$ cat config.mk
export PLATFORM = sky130hd
export DESIGN_NAME = sliding_window_arq_sender
export DESIGN_NICKNAME = d
export VERILOG_FILES = /design/src/rtl/swarq_pkg.sv /design/src/rtl/sliding_window_arq_sender.sv
export VERILOG_INCLUDE_DIRS = /design/src /design/src/rtl
export SDC_FILE = /design/constraint.sdc
export NUM_CORES = 1
export LEC_CHECK = 0
export ABC_AREA = 1
export BUFFER_PORTS_ARGS = -buffer_cell sky130_fd_sc_hd__buf_2
export CAP_MARGIN = 5
export CORE_ASPECT_RATIO = 1.2
export CORE_MARGIN = 2
export CORE_UTILIZATION = 57
export CTS_BUF_LIST = sky130_fd_sc_hd__clkbuf_4
export DETAILED_ROUTE_END_ITERATION = 10
export PLACE_DENSITY = 0.78
export SETUP_SLACK_MARGIN = 0.15
export SLEW_MARGIN = 30
export SYNTH_ARGS = -nofsm -noshare
export SYNTH_HDL_FRONTEND = slang
export SYNTH_SLANG_ARGS = --single-unit
$ cat constraint.sdc
create_clock -name aclk -period 20.3 [get_ports aclk]
set_clock_uncertainty 0.15 [all_clocks]
set_input_delay 4.06 -clock aclk [delete_from_list [all_inputs] [get_ports aclk]]
set_output_delay 4.06 -clock aclk [all_outputs]
set_load 0.03 [all_outputs]
$ cat src/rtl/assert_macros.svh
// ----------------------------------------------------------------------------
// Assertion macros
// Clocked assertion wrappers shared by the RTL. They sample on aclk and are
// disabled while aresetn is low.
// ----------------------------------------------------------------------------
`ifndef ASSERT_MACROS_SVH
`define ASSERT_MACROS_SVH

// Property that must hold at every clock edge out of reset.
`define SWA_ASSERT(lbl, prop, msg) \
    lbl: assert property (@(posedge aclk) disable iff (!aresetn) (prop)) else $error(msg);

// Antecedent in one cycle implies the consequent in the following cycle.
`define SWA_ASSERT_NEXT(lbl, ante, cons, msg) \
    lbl: assert property (@(posedge aclk) disable iff (!aresetn) (ante) |=> (cons)) \
        else $error(msg);

`endif

$ cat src/rtl/swarq_pkg.sv
// ----------------------------------------------------------------------------
// swarq_pkg
// Shared types, codes and widths of the selective-repeat ARQ sender.
// ----------------------------------------------------------------------------
package swarq_pkg;

    localparam int MAX_PACKETS_DEF = 64;

    // Stream widths; the tdata widths are padded to whole bytes.
    localparam int S_TDATA_W = 40;
    localparam int S_TUSER_W = 2;
    localparam int M_TDATA_W = 24;
    localparam int M_TUSER_W = 3;
    localparam int CFG_IDX_W = 2;
    localparam int CFG_DATA_W = 7;

    // Request kinds.
    localparam logic [1:0] REQ_START = 2'd0;
    localparam logic [1:0] REQ_ACK   = 2'd1;
    localparam logic [1:0] REQ_TICK  = 2'd2;

    // Result actions.
    localparam logic [1:0] ACT_SEND   = 2'd0;
    localparam logic [1:0] ACT_RESEND = 2'd1;
    localparam logic [1:0] ACT_DONE   = 2'd2;
    localparam logic [1:0] ACT_FAIL   = 2'd3;

    // Message phases.
    localparam logic [1:0] PH_IDLE  = 2'd0;
    localparam logic [1:0] PH_FIRST = 2'd1;
    localparam logic [1:0] PH_RUN   = 2'd2;

    // Configuration register indexes.
    localparam logic [CFG_IDX_W-1:0] CFG_WINDOW  = 2'd0;
    localparam logic [CFG_IDX_W-1:0] CFG_TIMEOUT = 2'd1;

    typedef struct packed {
        logic [1:0]  action;
        logic [5:0]  pkt;
        logic [15:0] tag;
        logic        first;
    } result_t;

endpackage

$ cat src/rtl/sliding_window_arq_sender.sv
// ----------------------------------------------------------------------------
// sliding_window_arq_sender
// Control path of a selective-repeat ARQ sender with a packet status memory.
// ----------------------------------------------------------------------------
// A start transaction runs the start-index modulo, or reports done for zero
// packets. An acknowledgement reads and evaluates the acked packet's status,
// then may run the modulo and scan status entries to refill the window.
// A tick reads each packet of the message in turn, then does timeout accounting.
// Each scan step reads the single status memory and then evaluates the entry.
// Reset (aresetn low, synchronous) clears the message state, the status
// valid bits and restores window_size 4 and timeout_limit 3.
module sliding_window_arq_sender #(
    parameter int MAX_PACKETS = swarq_pkg::MAX_PACKETS_DEF
) (
    input  logic                                 aclk,
    input  logic                                 aresetn,
    // Input stream.
    input  logic                                 s_tvalid,
    output logic                                 s_tready,
    // tdata: packet_count[6:0], search_start[12:7], ack_packet[18:13],
    //        ack_msg_id[34:19], zero padding above.
    input  logic [swarq_pkg::S_TDATA_W-1:0]      s_tdata,
    // tuser: req_type[1:0].
    input  logic [swarq_pkg::S_TUSER_W-1:0]      s_tuser,
    // Result stream.
    output logic                                 m_tvalid,
    input  logic                                 m_tready,
    // tdata: packet_index[5:0], msg_tag[21:6], zero padding above.
    output logic [swarq_pkg::M_TDATA_W-1:0]      m_tdata,
    // tuser: action[1:0], first_flag[2].
    output logic [swarq_pkg::M_TUSER_W-1:0]      m_tuser,
    output logic                                 m_tlast,
    // Configuration write channel.
    input  logic                                 cfg_valid,
    output logic                                 cfg_ready,
    input  logic [swarq_pkg::CFG_IDX_W-1:0]      cfg_index,
    input  logic [swarq_pkg::CFG_DATA_W-1:0]     cfg_data
);

    // Count width holds 0..MAX_PACKETS, index width addresses the memory.
    localparam int CW   = $clog2(MAX_PACKETS + 1);
    localparam int IW   = (MAX_PACKETS > 1) ? $clog2(MAX_PACKETS) : 1;
    localparam int CMPW = (CW > 7) ? CW : 7;

    // Sequencer states.
    localparam logic [2:0] ST_IDLE   = 3'd0;
    localparam logic [2:0] ST_MOD    = 3'd1;  // start index modulo the count
    localparam logic [2:0] ST_ACK_RD = 3'd2;  // read status of the acked packet
    localparam logic [2:0] ST_ACK_EV = 3'd3;
    localparam logic [2:0] ST_READ   = 3'd4;  // read one status entry of a scan
    localparam logic [2:0] ST_EVAL   = 3'd5;
    localparam logic [2:0] ST_TAIL   = 3'd6;  // timeout accounting after a tick
    localparam logic [2:0] ST_FINISH = 3'd7;  // flush the held result as last

    localparam logic [2:0] MOD_LAST = 3'd5;

    // Packet status memory: bit 1 acked, bit 0 sent. A clear valid bit
    // makes an entry read as all zero.
    logic [1:0]             mem [MAX_PACKETS];
    logic [MAX_PACKETS-1:0] vld_reg, vld_next;
    logic [1:0]             rd_data_reg;
    logic                   rd_vld_reg;
    logic                   rd_en;
    logic [IW-1:0]          rd_addr;
    logic                   mem_we;
    logic [IW-1:0]          mem_waddr;
    logic [1:0]             mem_wdata;

    logic [2:0]    state_reg, state_next;
    logic [1:0]    phase_reg, phase_next;
    logic [CW-1:0] total_reg, total_next;
    logic [CW-1:0] acked_cnt_reg, acked_cnt_next;
    logic [6:0]    credits_reg, credits_next;
    logic [15:0]   tag_reg, tag_next;
    logic [3:0]    tmo_reg, tmo_next;
    logic [IW-1:0] first_idx_reg, first_idx_next;
    logic [6:0]    window_reg, window_next;
    logic [3:0]    limit_reg, limit_next;

    // Latched request.
    logic [1:0]    req_reg, req_next;
    logic [5:0]    sstart_reg, sstart_next;
    logic [5:0]    apkt_reg, apkt_next;
    logic [15:0]   aid_reg, aid_next;

    // Scan and modulo state.
    logic [IW-1:0] pos_reg, pos_next;
    logic [CW-1:0] scan_cnt_reg, scan_cnt_next;
    logic [CW-1:0] mod_r_reg, mod_r_next;
    logic [5:0]    mod_dvd_reg, mod_dvd_next;
    logic [2:0]    mod_step_reg, mod_step_next;

    // One result is held back until the next one, or the end of the
    // transaction, tells whether it is the last.
    logic                    pend_valid_reg, pend_valid_next;
    swarq_pkg::result_t      pend_reg, pend_next;
    logic                    out_valid_reg, out_valid_next;
    swarq_pkg::result_t      out_reg, out_next;
    logic                    out_last_reg, out_last_next;

    // Combinational helpers.
    logic [1:0]          in_req;
    logic [6:0]          in_count;
    logic [CW-1:0]       count_sat;
    logic [6:0]          win_eff;
    logic [CW:0]         mod_trial;
    logic [CW-1:0]       pos_p1;
    logic [IW-1:0]       pos_wrap;
    logic                ent_sent;
    logic                ent_acked;
    logic                apkt_in_range;
    logic                hit;
    logic [CW:0]         acked_p1;
    logic [3:0]          tmo_inc;
    logic                out_free;
    logic                can_emit;
    logic                emit_go;
    logic                flush_go;
    swarq_pkg::result_t  emit_res;

    assign in_req    = s_tuser[1:0];
    assign in_count  = s_tdata[6:0];
    assign count_sat = (CMPW'(in_count) > CMPW'(MAX_PACKETS)) ? CW'(MAX_PACKETS)
                                                             : CW'(in_count);
    assign win_eff   = (window_reg == 7'd0) ? 7'd1 : window_reg;
    assign mod_trial = {mod_r_reg, mod_dvd_reg[5]};
    assign pos_p1    = CW'(pos_reg) + CW'(1);
    assign pos_wrap  = (pos_p1 == total_reg) ? '0 : IW'(pos_p1);
    assign ent_sent  = rd_vld_reg & rd_data_reg[0];
    assign ent_acked = rd_vld_reg & rd_data_reg[1];
    assign apkt_in_range = CMPW'(apkt_reg) < CMPW'(total_reg);
    assign acked_p1  = (CW + 1)'(acked_cnt_reg) + (CW + 1)'(1);
    assign tmo_inc   = (tmo_reg == 4'd15) ? 4'd15 : tmo_reg + 4'd1;
    assign out_free  = !out_valid_reg || m_tready;
    assign can_emit  = !pend_valid_reg || out_free;

    assign hit = ((phase_reg == swarq_pkg::PH_FIRST) && apkt_in_range && !ent_acked &&
                  (CMPW'(apkt_reg) == CMPW'(first_idx_reg))) ||
                 ((phase_reg == swarq_pkg::PH_RUN) && apkt_in_range && ent_sent &&
                  !ent_acked && (aid_reg == tag_reg));

    assign s_tready  = (state_reg == ST_IDLE);
    assign cfg_ready = 1'b1;
    assign m_tvalid  = out_valid_reg;
    assign m_tdata   = {2'b00, out_reg.tag, out_reg.pkt};
    assign m_tuser   = {out_reg.first, out_reg.action};
    assign m_tlast   = out_last_reg;

    always_comb begin
        state_next     = state_reg;
        phase_next     = phase_reg;
        total_next     = total_reg;
        acked_cnt_next = acked_cnt_reg;
        credits_next   = credits_reg;
        tag_next       = tag_reg;
        tmo_next       = tmo_reg;
        first_idx_next = first_idx_reg;
        window_next    = window_reg;
        limit_next     = limit_reg;
        req_next       = req_reg;
        sstart_next    = sstart_reg;
        apkt_next      = apkt_reg;
        aid_next       = aid_reg;
        pos_next       = pos_reg;
        scan_cnt_next  = scan_cnt_reg;
        mod_r_next     = mod_r_reg;
        mod_dvd_next   = mod_dvd_reg;
        mod_step_next  = mod_step_reg;
        vld_next       = vld_reg;
        pend_valid_next = pend_valid_reg;
        pend_next      = pend_reg;
        out_valid_next = out_valid_reg;
        out_next       = out_reg;
        out_last_next  = out_last_reg;
        rd_en          = 1'b0;
        rd_addr        = pos_reg;
        mem_we         = 1'b0;
        mem_waddr      = pos_reg;
        mem_wdata      = 2'b00;
        emit_go        = 1'b0;
        flush_go       = 1'b0;
        emit_res       = '0;

        // Restoring division step: one remainder bit a cycle.
        if (mod_trial >= (CW + 1)'(total_reg)) begin
            mod_r_next = CW'(mod_trial - (CW + 1)'(total_reg));
        end else begin
            mod_r_next = CW'(mod_trial);
        end

        if (cfg_valid) begin
            unique case (cfg_index)
                swarq_pkg::CFG_WINDOW:  window_next = cfg_data[6:0];
                swarq_pkg::CFG_TIMEOUT: limit_next  = cfg_data[3:0];
                default: ;
            endcase
        end

        unique case (state_reg)
            ST_IDLE: begin
                mod_r_next = mod_r_reg;
                if (s_tvalid) begin
                    req_next    = in_req;
                    sstart_next = s_tdata[12:7];
                    apkt_next   = s_tdata[18:13];
                    aid_next    = s_tdata[34:19];
                    unique case (in_req)
                        swarq_pkg::REQ_START: begin
                            vld_next       = '0;
                            acked_cnt_next = '0;
                            tag_next       = '0;
                            tmo_next       = '0;
                            total_next     = count_sat;
                            if (count_sat == '0) begin
                                credits_next = '0;
                                phase_next   = swarq_pkg::PH_IDLE;
                                emit_go      = 1'b1;
                                emit_res     = '{swarq_pkg::ACT_DONE, 6'd0, 16'd0, 1'b0};
                                state_next   = ST_FINISH;
                            end else begin
                                credits_next = (CMPW'(count_sat) < CMPW'(win_eff))
                                               ? 7'(count_sat) : win_eff;
                                mod_r_next    = '0;
                                mod_dvd_next  = s_tdata[12:7];
                                mod_step_next = '0;
                                state_next    = ST_MOD;
                            end
                        end
                        swarq_pkg::REQ_ACK: begin
                            if (phase_reg != swarq_pkg::PH_IDLE) begin
                                state_next = ST_ACK_RD;
                            end
                        end
                        swarq_pkg::REQ_TICK: begin
                            if (phase_reg != swarq_pkg::PH_IDLE) begin
                                pos_next   = '0;
                                state_next = ST_READ;
                            end
                        end
                        default: ;
                    endcase
                end
            end

            ST_MOD: begin
                mod_dvd_next  = {mod_dvd_reg[4:0], 1'b0};
                mod_step_next = mod_step_reg + 3'd1;
                if (mod_step_reg == MOD_LAST) begin
                    if (req_reg == swarq_pkg::REQ_START) begin
                        // Everything is unsent after a start, so the scan
                        // settles on the start index itself.
                        first_idx_next = IW'(mod_r_next);
                        mem_we         = 1'b1;
                        mem_waddr      = IW'(mod_r_next);
                        mem_wdata      = 2'b01;
                        vld_next[IW'(mod_r_next)] = 1'b1;
                        phase_next     = swarq_pkg::PH_FIRST;
                        emit_go        = 1'b1;
                        emit_res       = '{swarq_pkg::ACT_SEND, 6'(mod_r_next), 16'd0, 1'b1};
                        state_next     = ST_FINISH;
                    end else begin
                        pos_next      = IW'(mod_r_next);
                        scan_cnt_next = '0;
                        state_next    = (credits_reg == 7'd0) ? ST_FINISH : ST_READ;
                    end
                end
            end

            ST_ACK_RD: begin
                rd_en      = 1'b1;
                rd_addr    = IW'(apkt_reg);
                state_next = ST_ACK_EV;
            end

            ST_ACK_EV: begin
                state_next = ST_FINISH;
                if (hit) begin
                    mem_we         = 1'b1;
                    mem_waddr      = IW'(apkt_reg);
                    mem_wdata      = {1'b1, ent_sent};
                    vld_next[IW'(apkt_reg)] = 1'b1;
                    acked_cnt_next = CW'(acked_p1);
                    tmo_next       = '0;
                    if (phase_reg == swarq_pkg::PH_FIRST) begin
                        tag_next = aid_reg;
                    end else if (credits_reg != 7'd127) begin
                        credits_next = credits_reg + 7'd1;
                    end
                    if (acked_p1 >= (CW + 1)'(total_reg)) begin
                        phase_next = swarq_pkg::PH_IDLE;
                        emit_go    = 1'b1;
                        emit_res   = '{swarq_pkg::ACT_DONE, 6'd0, tag_next, 1'b0};
                    end else begin
                        phase_next    = swarq_pkg::PH_RUN;
                        mod_r_next    = '0;
                        mod_dvd_next  = sstart_reg;
                        mod_step_next = '0;
                        state_next    = ST_MOD;
                    end
                end
            end

            ST_READ: begin
                rd_en      = 1'b1;
                state_next = ST_EVAL;
            end

            ST_EVAL: begin
                if (req_reg == swarq_pkg::REQ_TICK) begin
                    // Resend sweep over packets 0 .. total-1.
                    if (!(ent_sent && !ent_acked) || can_emit) begin
                        if (ent_sent && !ent_acked) begin
                            emit_go  = 1'b1;
                            emit_res = '{swarq_pkg::ACT_RESEND, 6'(pos_reg),
                                         (phase_reg == swarq_pkg::PH_FIRST) ? 16'd0 : tag_reg,
                                         (phase_reg == swarq_pkg::PH_FIRST) &&
                                         (pos_reg == first_idx_reg)};
                        end
                        if (pos_p1 == total_reg) begin
                            state_next = ST_TAIL;
                        end else begin
                            pos_next   = IW'(pos_p1);
                            state_next = ST_READ;
                        end
                    end
                end else begin
                    // Refill: circular search for an unsent packet.
                    if (!ent_sent) begin
                        if (can_emit) begin
                            mem_we        = 1'b1;
                            mem_wdata     = 2'b01;
                            vld_next[pos_reg] = 1'b1;
                            credits_next  = credits_reg - 7'd1;
                            emit_go       = 1'b1;
                            emit_res      = '{swarq_pkg::ACT_SEND, 6'(pos_reg), tag_reg, 1'b0};
                            pos_next      = pos_wrap;
                            scan_cnt_next = '0;
                            state_next    = (credits_reg == 7'd1) ? ST_FINISH : ST_READ;
                        end
                    end else begin
                        pos_next      = pos_wrap;
                        scan_cnt_next = scan_cnt_reg + CW'(1);
                        state_next    = (scan_cnt_reg + CW'(1) == total_reg) ? ST_FINISH
                                                                            : ST_READ;
                    end
                end
            end

            ST_TAIL: begin
                if (tmo_inc >= limit_reg) begin
                    if (can_emit) begin
                        tmo_next   = tmo_inc;
                        phase_next = swarq_pkg::PH_IDLE;
                        emit_go    = 1'b1;
                        emit_res   = '{swarq_pkg::ACT_FAIL, 6'd0, tag_reg, 1'b0};
                        state_next = ST_FINISH;
                    end
                end else begin
                    tmo_next   = tmo_inc;
                    state_next = ST_FINISH;
                end
            end

            ST_FINISH: begin
                if (!pend_valid_reg) begin
                    state_next = ST_IDLE;
                end else if (out_free) begin
                    flush_go   = 1'b1;
                    state_next = ST_IDLE;
                end
            end

            default: state_next = ST_IDLE;
        endcase

        if (state_reg != ST_MOD && state_reg != ST_IDLE && state_reg != ST_ACK_EV) begin
            mod_r_next = mod_r_reg;
        end

        // Output register and held result.
        if (out_valid_reg && m_tready) begin
            out_valid_next = 1'b0;
        end
        if (emit_go) begin
            if (pend_valid_reg) begin
                out_valid_next = 1'b1;
                out_next       = pend_reg;
                out_last_next  = 1'b0;
            end
            pend_valid_next = 1'b1;
            pend_next       = emit_res;
        end
        if (flush_go) begin
            out_valid_next  = 1'b1;
            out_next        = pend_reg;
            out_last_next   = 1'b1;
            pend_valid_next = 1'b0;
        end
    end

    always_ff @(posedge aclk) begin
        if (!aresetn) begin
            state_reg      <= ST_IDLE;
            phase_reg      <= swarq_pkg::PH_IDLE;
            total_reg      <= '0;
            acked_cnt_reg  <= '0;
            credits_reg    <= '0;
            tag_reg        <= '0;
            tmo_reg        <= '0;
            first_idx_reg  <= '0;
            window_reg     <= 7'd4;
            limit_reg      <= 4'd3;
            vld_reg        <= '0;
            pend_valid_reg <= 1'b0;
            out_valid_reg  <= 1'b0;
        end else begin
            state_reg      <= state_next;
            phase_reg      <= phase_next;
            total_reg      <= total_next;
            acked_cnt_reg  <= acked_cnt_next;
            credits_reg    <= credits_next;
            tag_reg        <= tag_next;
            tmo_reg        <= tmo_next;
            first_idx_reg  <= first_idx_next;
            window_reg     <= window_next;
            limit_reg      <= limit_next;
            vld_reg        <= vld_next;
            pend_valid_reg <= pend_valid_next;
            out_valid_reg  <= out_valid_next;
        end
    end

    // Payload registers.
    always_ff @(posedge aclk) begin
        req_next_hold: begin
            req_reg      <= req_next;
            sstart_reg   <= sstart_next;
            apkt_reg     <= apkt_next;
            aid_reg      <= aid_next;
            pos_reg      <= pos_next;
            scan_cnt_reg <= scan_cnt_next;
            mod_r_reg    <= mod_r_next;
            mod_dvd_reg  <= mod_dvd_next;
            mod_step_reg <= mod_step_next;
            pend_reg     <= pend_next;
            out_reg      <= out_next;
            out_last_reg <= out_last_next;
        end
    end

    // Status memory, one write and one registered read per cycle.
    always_ff @(posedge aclk) begin
        if (mem_we) begin
            mem[mem_waddr] <= mem_wdata;
        end
        if (rd_en) begin
            rd_data_reg <= mem[rd_addr];
            rd_vld_reg  <= vld_reg[rd_addr];
        end
    end

`include "assert_macros.svh"

    `SWA_ASSERT(a_idle_no_held, (state_reg == ST_IDLE) |-> !pend_valid_reg, "held result left over in idle")
    `SWA_ASSERT(a_acked_bound, acked_cnt_reg <= total_reg, "acked count exceeds packet count")
    `SWA_ASSERT(a_busy_count, (phase_reg != swarq_pkg::PH_IDLE) |-> (total_reg != '0), "active message without packets")
    `SWA_ASSERT_NEXT(a_read_then_eval, state_reg == ST_READ, state_reg == ST_EVAL, "scan read not followed by evaluation")

endmodule
[Word-level counts from Yosys, hierarchy flattened]
Memory sizes are Yosys's and may differ from the RTL's. A register that Yosys moved wholly into a read port is not among the register bits.
Index checks and enable logic that the tools add are counted.
Word-level totals
  input port bits: 56
  flip-flop bits (word level): 240
  word-level logic and storage cells: 346
  memories: 1
  bits in latches: 0
  bits in writable memories: 128
  output and inout port bits: 31
  ROM bits: 0
Operators by class
  mux-type cells: 173
  divide/modulo/power cells: 0
  reduce and logical (&&, ||, !) cells: 61
  $lt $le $gt $ge: 13
  multipliers: 0
  equal/unequal tests: 51
  bitwise logic cells: 7
  shift-type cells: 0
  $add $sub $neg: 8
Memories
  mem: depth 64, width 2, rd ports 1, clocked after memory_dff 1, wr ports 1, RTL line sliding_window_arq_sender.sv:59  | logic [1:0] mem [MAX_PACKETS];
Operators by type and width (count)
  $mux 64: 8
  $mux 25: 11
  $pmux 64 s4: 1
  $or 64x64->64: 3
  $mux 7: 26
  $pmux 25 s5: 1
  $mux 6: 20
  $mux 23: 4
  $mux 16: 5
  $mux 3: 20
  $mux 24: 2
  $reduce_and 9->1: 5
  $pmux 7 s2: 3
  $pmux 6 s3: 2
  $mux 1: 34
  $pmux 16 s2: 1
  $mux 2: 15
  $lt 6x7->1 const B: 4
  $ne 2x2->1 const B: 14
  $mux 4: 6
  $pmux 3 s8: 1
  $logic_not 7->1: 3
  $ne 3x3->1 const B: 7
  $pmux 7 s3: 1
  other kinds (54): 116

[Logic depth before layout (Yosys ltp)]
Gate-level depths: netlist of the first run.
  word-level depth: 10
  depth in mapped cells: 19
  mapped depth without buffers: 18

[Worst setup path before layout of the first run]
OpenSTA, ideal clock, no wires.
  path kind: input to register
  start point: input port s_tvalid
  end point: register out_reg (netlist bit m_tdata[0]) (enable)
  path buffers: 0
  arrival: 7.438 ns
  setup slack: 12.330 ns
  cell stages on the path: 8
  data required time: 19.768 ns
  library setup time: 0.382 ns
  path through: inv_1 -> nor2_1 -> nand2_1 -> nor2_1 -> nor3_1 -> nand2_1 -> nand2_1 -> nand2_1
On the way
  word-level cells in the longest chain between the ends: 4
RTL lines
  start: declaration: RTL line sliding_window_arq_sender.sv:18  | input logic s_tvalid,
  $mux 1: RTL line sliding_window_arq_sender.sv:202  | if (s_tvalid) begin
  $pmux 1 s5: RTL line sliding_window_arq_sender.sv:199  | unique case (state_reg)
  net emit_go: RTL line sliding_window_arq_sender.sv:117  | logic emit_go;
  $reduce_bool 2->1 (no line)
  $reduce_and 2->1 (no line)
  end signal: assignment: RTL line sliding_window_arq_sender.sv:446  | out_reg <= out_next;
  end: declaration: RTL line sliding_window_arq_sender.sv:98  | swarq_pkg::result_t out_reg, out_next;
The timed path passes the listed nets, and every way through them passes these cells.
A chain may end at the register's enable or synchronous reset.

[Worst setup path in the final report of the first run]
  start point: register state_reg[2]
  end point: output port s_tready
On the way
  word-level cells in the longest chain between the ends: 1
RTL lines
  start: declaration: RTL line sliding_window_arq_sender.sv:69  | logic [2:0] state_reg, state_next;
  start signal: assignment: RTL line sliding_window_arq_sender.sv:417  | state_reg <= state_next;
  $logic_not 3->1: RTL line sliding_window_arq_sender.sv:142  | assign s_tready = (state_reg == ST_IDLE);
  end: declaration: RTL line sliding_window_arq_sender.sv:19  | output logic s_tready,
No other way between the ends.

==> flow_metrics.py, run 1 <==
metrics = {
    "clock_network": {
        "cts_buffer_depth": 3,
        "post_cts_resized": 0,
        "insertion_delay_ps": 810,
        "numClockSinks": 370,
        "holdBufCountCts": 0,
        "cts_tree": "done",
        "clk_pin_slew_ps": 70,
        "root_buffer": "clkbuf_4",
        "cts.htree.levels": 3,
        "cts_setup_buffers": 0,
        "cts_made_buffers": 91,
    },
    "worst_setup_path": {
        "crit_end": "s_tready",
        "r2r_start": "total_reg[4]$_SDFFE_PN0P_",
        "rrSetupSlack_ps": 15420,
        "start_kind": "flop",
        "startpoint": "state_reg[2]$_SDFFE_PN0P_",
        "cp_max_fo": 11,
        "cp-end-kind": "primary output",
        "critPathArrivalTime_ps": 2440,
        "critPathKind": "flop to primary output",
        "worstRegToRegCells": 15,
        "regToRegEndpoint": "m_tdata[20]$_DFFE_PP_",
        "critPathRequiredTime_ps": 16090,
    },
    "synth": {
        "syn_area_per_cell_sq_um": 8.270,
        "synth_edf_count": 240,
        "synth-compound-area-share_pct": 18.32,
        "yosysUniqueCellTypes": 52,
        "synth-simple-area-share_pct": 20.74,
        "ys_seq_area_share_pct": 50.13,
        "synth-seq-cells": 370,
        "yosys-top-cells-count": "nor2_1, nand2_1, o21ai_0",
        "yosysTopAreaCell": "edfxtp_1",
        "yosysWarnings": 0,
        "synth_top_area_share_pct": 36.83,
        "synthXorXnorAreaFrac_pct": 1.074,
        "synthMuxAreaShare_pct": 0,
        "synth_top_family_by_area": "simple AND/OR/NAND/NOR gates",
        "synth-adder-area-share_pct": 2.724,
        "dominantRegCellSynth": "edfxtp_1",
        "ys_async_sr_fraction_pct": 0,
        "synth_most_common_cell": "nor2_1",
        "synth.area.top_cells": "edfxtp_1, dfxtp_1, nor2_1",
        "syn_inst": 2366,
        "syn_area_sq_um": 19570,
    },
    "floorplanning": {
        "die_x_microns": 173.1,
        "rows": 74,
        "die-area_sq_um": 35830,
        "initial_core_util_pct": 57.58,
        "io_pins": 87,
        "die_y_microns": 207.0,
        "core_area_sq_um": 33980,
    },
    "placement": {
        "placed_area_sq_um": 20310,
        "pre_cts_slack_ps": 12410,
        "placed_cells": 2816,
        "place.gp.congestion": 0.9627,
        "port-buffer-count": 78,
        "hpwl_microns": 37020,
    },
    "final_layout": {
        "area_growth_pct": 10.24,
        "finalNetCount": 2552,
        "drive_gt1_share_pct": 12.09,
        "stdcell_count": 2992,
        "largest_register_ffs": 128,
        "final_area_sq_um": 21570,
        "fin_util_pct": 63.48,
    },
    "grt": {
        "grt_max_degree": 128,
        "grt-ovfl-total": 0,
        "grt_pass1_wl_microns": 86850,
        "grt_pass1_vias": 17050,
        "antenna_found_initial": 4,
        "grt_usage_pct": 30.64,
    },
    "drt": {
        "dr.pass1.iters": 7,
        "drc": 0,
        "wire_per_inst_microns": 18.65,
        "wl_microns": 55800,
        "drtAntennaViolNets": 0,
        "via_count": 17980,
        "vias_per_cell": 6.009,
        "drt-initial-drc-count": 1980,
    },
    "timing": {
        "setup_ws_ps": 13650,
        "setup_viol": 0,
        "max-slew-margin-rel_pct": 34.20,
        "rsz0062_at_grt": "false",
        "holdWs_ps": 248.3,
        "tns_ps": 0,
        "fmax_mhz": 150.3,
        "slew_viol_final": 0,
        "worst_pin_slew_ps": 979.5,
        "min_period_ps": 6653,
        "finalHoldViolCount": 0,
        "timing.final.crit_share_pct": 32.77,
    },
    "power_and_ir_drop": {
        "powerDensity_nw_per_um2": 143.9,
        "power_leakage_nw": 8.375,
        "ir_drop_v": 0.00008463,
        "p_total_mw": 3.104,
    },
    "min_path": {
        "hp-class": "flop to flop",
    },
    "outcome": {
        "status": "finished, final reports clean",
    },
    "job": {
        "maxCapViolCount": 0,
    },
}
cell type report:
class | instances | area [sq um]
Tap cell | 456 | 570.5
Clock buffer | 132 | 991.0
Fill cell | 2990 | 12410
Antenna cell | 5 | 12.51
Timing Repair Buffer | 97 | 556.8
Inverter | 246 | 924.6
Sequential cell | 370 | 9809
Clock inverter | 38 | 212.7
Multi-Input combinational cell | 1648 | 8492
power breakdown:
group / total, mW / switching, mW / leakage (nW) / internal (mW)
combinational: 1.45 / 1.05 / 4.32 / 0.401
sequential: 1.02 / 0.0928 / 3.35 / 0.929
clock: 0.628 / 0.311 / 0.705 / 0.317
total: 3.10 / 1.46 / 8.38 / 1.65
routing by layer:
metal | global-route usage [%] | part of all wire [%]
met1 | 35.84 | 38
met3 | 6.630 | 9.1
met4 | 19.88 | 6.0
met2 | 51.50 | 47
met5 | 0 | 0
layout by cell type, fill, tap and decap left out, drive strengths merged, types with 6 or more instances in the layout:
master and instances:
ha 41, nor3 35, nor2 388, a221oi 56, xor2 12, inv 245
dfxtp 130, o221ai 12, clkinv 35, nor4 6, clkbuf 132, nand3 130
nand2 368, o21ai 263, nand4 28, buf 97, a31oi 8, o22ai 36
xnor2 12, a211oi 10, a21oi 177, edfxtp 240, o211ai 42
logic make-up (layout without fill, tap and decap cells):
logic type                 after synthesis  after routing
AOI/OAI and AO/OA                      613            613
xor gates and xnor gates                24             24
adders and majority gates               42             42
buffers and inverters                  349            513
DFF                                    370            370
other                                    2              8
and+or+nand+nor                        966            966
critical path, cell delays in order (launching register included):
cell     delay, ps
dfxtp_1        410
nor2_1         350
nand2_1        370
inv_1          270
buf_2          250
worst min path at each step:
stage | startpoint | end | cells after the start
after floorplan | pend_reg[17]$_DFFE_PP_ | m_tdata[0]$_DFFE_PP_ | 0
after global placement | pend_reg[11]$_DFFE_PP_ | m_tdata[16]$_DFFE_PP_ | 0
after detailed placement | pend_reg[9]$_DFFE_PP_ | m_tdata[14]$_DFFE_PP_ | 0
after CTS | pend_reg[11]$_DFFE_PP_ | m_tdata[16]$_DFFE_PP_ | 0
after global routing | pend_reg[11]$_DFFE_PP_ | m_tdata[16]$_DFFE_PP_ | 0
final | pend_reg[11]$_DFFE_PP_ | m_tdata[16]$_DFFE_PP_ | 0
No activity file was read; power rests on OpenSTA's default activity.
==> run 2: changes to the inputs <==
--- a/config.mk
+++ b/config.mk
@@ -14,7 +14,7 @@
 export CORE_UTILIZATION = 57
 export CTS_BUF_LIST = sky130_fd_sc_hd__clkbuf_4
 export DETAILED_ROUTE_END_ITERATION = 10
-export PLACE_DENSITY = 0.78
+export PLACE_DENSITY = 0.81
 export SETUP_SLACK_MARGIN = 0.15
 export SLEW_MARGIN = 30
 export SYNTH_ARGS = -nofsm -noshare
==> constraint.sdc (replaced) <==
create_clock -name aclk -period 5.96 [get_ports aclk]
set_clock_uncertainty 0.15 [all_clocks]
set_input_delay 1.192 -clock aclk [delete_from_list [all_inputs] [get_ports aclk]]
set_output_delay 1.192 -clock aclk [all_outputs]
set_load 0.03 [all_outputs]
==> flow_metrics.py, run 2 (synthesis gave the netlist of run 1 again) <==
metrics = {
    "outcome": {
        "status": "finished, final reports clean",
    },
    "worst_setup_path": {
        "cp_max_fo": 27,
        "cp_slowest_cell": "nand2_2",
        "regToRegEndpoint": "m_tdata[15]$_DFFE_PP_",
        "crit_top_cell": "nand2_1",
        "worstRegToRegCells": 14,
        "start_kind": "flop",
        "critical-path-max-stage-delay_ps": 480,
        "critPathBufInv": 3,
        "rrSetupSlack_ps": 1750,
        "critPathKind": "flop to flop",
        "cp-end-kind": "flop",
        "cp_cell_sequence": "inv_1 -> nor3_1 -> nand3_1 -> xor2_1 -> inv_1 -> ha_1 -> a21oi_1 -> nand3b_1 -> nand4_1 -> nand2_1 -> nand2_1 -> buf_4 -> nand2_1 -> nand2_2",
        "critPathArrivalTime_ps": 4470,
        "r2r_start": "acked_cnt_reg[0]$_SDFFE_PN0P_",
        "path_delay_family": "simple AND/OR/NAND/NOR gates",
        "critPathRequiredTime_ps": 6210,
    },
    "final_layout": {
        "largest_register_ffs": 128,
        "regArea_sq_um": 9809,
        "final_common_cell": "nor2_1",
        "multi_input_area_sq_um": 8499,
        "final_area_sq_um": 21640,
        "nFillCells": 2822,
        "finalNetCount": 2554,
        "area_growth_pct": 10.62,
        "fin_util_pct": 63.69,
        "layout_common_cells": "nor2_1, nand2_1, o21ai_0",
        "drive_gt1_share_pct": 12.19,
    },
    "timing": {
        "rsz0062_at_grt": "false",
        "tns_ps": 0,
        "fmax_mhz": 237.3,
        "timing.final.crit_share_pct": 70.71,
        "max-slew-margin-rel_pct": 24.52,
        "slew_viol_final": 0,
        "min_period_ps": 4214,
        "finalHoldViolCount": 0,
        "worst_pin_slew_ps": 1123,
        "setup_viol": 0,
    },
    "clock_network": {
        "holdBufCountCts": 0,
        "insertion_delay_ps": 800,
        "cts.htree.levels": 3,
        "root_buffer": "clkbuf_4",
        "cts_buffer_depth": 3,
        "cts_setup_buffers": 0,
        "cts_made_buffers": 93,
        "numClockSinks": 370,
        "post_cts_resized": 0,
        "cts_tree": "done",
        "clk_pin_slew_ps": 80,
    },
    "drt": {
        "vias_per_cell": 6.002,
        "wl_met2_microns": 26510,
        "top_layer": "met4",
        "wl_microns": 55840,
        "via_count": 17970,
        "dr.pass1.iters": 7,
        "drt-met1-wl_microns": 20860,
        "wl_met3_microns": 5187,
        "drc": 0,
        "drtAntennaViolNets": 0,
        "wire_per_inst_microns": 18.66,
        "drt-initial-drc-count": 2423,
    },
    "grt": {
        "grt-ovfl-total": 0,
        "antenna_found_initial": 2,
        "grt_max_degree": 76,
        "grt_usage_pct": 31.26,
        "grt_pass1_vias": 17680,
        "grt_pass1_wl_microns": 88490,
    },
    "power_and_ir_drop": {
        "ir_drop_v": 0.0003548,
        "power_leakage_nw": 8.425,
        "p_total_mw": 10.72,
        "powerDensity_nw_per_um2": 495.4,
    },
    "placement": {
        "port-buffer-count": 78,
        "place.gp.congestion": 0.9819,
        "hpwl_microns": 36700,
        "placed_area_sq_um": 20320,
    },
    "min_path": {
        "holdPathStages": 0,
        "hp-class": "flop to flop",
        "hold_end": "m_tdata[13]$_DFFE_PP_",
        "hold_path.startpoint": "pend_reg[8]$_DFFE_PP_",
    },
    "floorplanning": {
        "io_pins": 87,
        "initial_core_util_pct": 57.58,
        "core_area_sq_um": 33980,
        "die_y_microns": 207.0,
        "die-area_sq_um": 35830,
        "die_x_microns": 173.1,
        "rows": 74,
    },
    "job": {
        "maxCapViolCount": 0,
    },
}
[run 2: power by group]
part           leakage, nW  switching (mW)  internal (mW)  total (mW)
Sequential            3.35           0.319           3.17        3.49
Clock                0.763            1.05           1.25        2.30
Combinational         4.31            3.58           1.36        4.94
[run 2: worst reg2reg max path, stage by stage, from the launching register on]
cell and delay (ps):
dfxtp_1 380, inv_1 90, nor3_1 450, nand3_1 160, xor2_1 180, inv_1 70
ha_1 290, a21oi_1 70, nand3b_1 150, nand4_1 160, nand2_1 450, nand2_1 180
buf_4 350, nand2_1 180, nand2_2 480
[run 2: worst max-delay path by stage]
| stage | endpoint | depth (start not counted) | from | slack (ps) |
|---|---|---|---|---|
| final | m_tdata[15]$_DFFE_PP_ | 14 | acked_cnt_reg[0]$_SDFFE_PN0P_ | 1750 |
| after global routing | m_tdata[0]$_DFFE_PP_ | 14 | acked_cnt_reg[0]$_SDFFE_PN0P_ | 1320 |
| after CTS | m_tdata[15]$_DFFE_PP_ | 15 | acked_cnt_reg[0]$_SDFFE_PN0P_ | 1470 |
| after detailed placement | m_tdata[10]$_DFFE_PP_ | 15 | acked_cnt_reg[0]$_SDFFE_PN0P_ | 1530 |
| after global placement | m_tdata[8]$_DFFE_PP_ | 15 | acked_cnt_reg[0]$_SDFFE_PN0P_ | 1650 |
| after floorplan | m_tdata[0]$_DFFE_PP_ | 12 | apkt_reg[4]$_DFFE_PP_ | 480 |
[run 2: routing by layer]
metal	track usage, %	up-vias
li1	-	8458
met1	35.40	8331
met2	53.16	936
met3	7.088	240
met4	21.49	0
met5	0	-
[run 2: cell type report]
cell class / count / share of cell area, %
sequential: 370 / 45.32
multi-input combinational: 1648 / 39.27
clock buffer: 138 / 4.787
inverter: 246 / 4.278
tap: 456 / 2.636
timing repair buffer: 97 / 2.463
clock inverter: 35 / 1.208
antenna: 3 / 0.03469
[run 2: metrics by stage]
stage	worst slack [ps]	hold slack, ps	cells
floorplan	479.0	250.3	2367
global placement	1648	250.9	2817
detailed placement	1530	254.5	2817
CTS	1469	263.2	2990
global route	1317	277.0	2992
finish	1746	262.2	2993
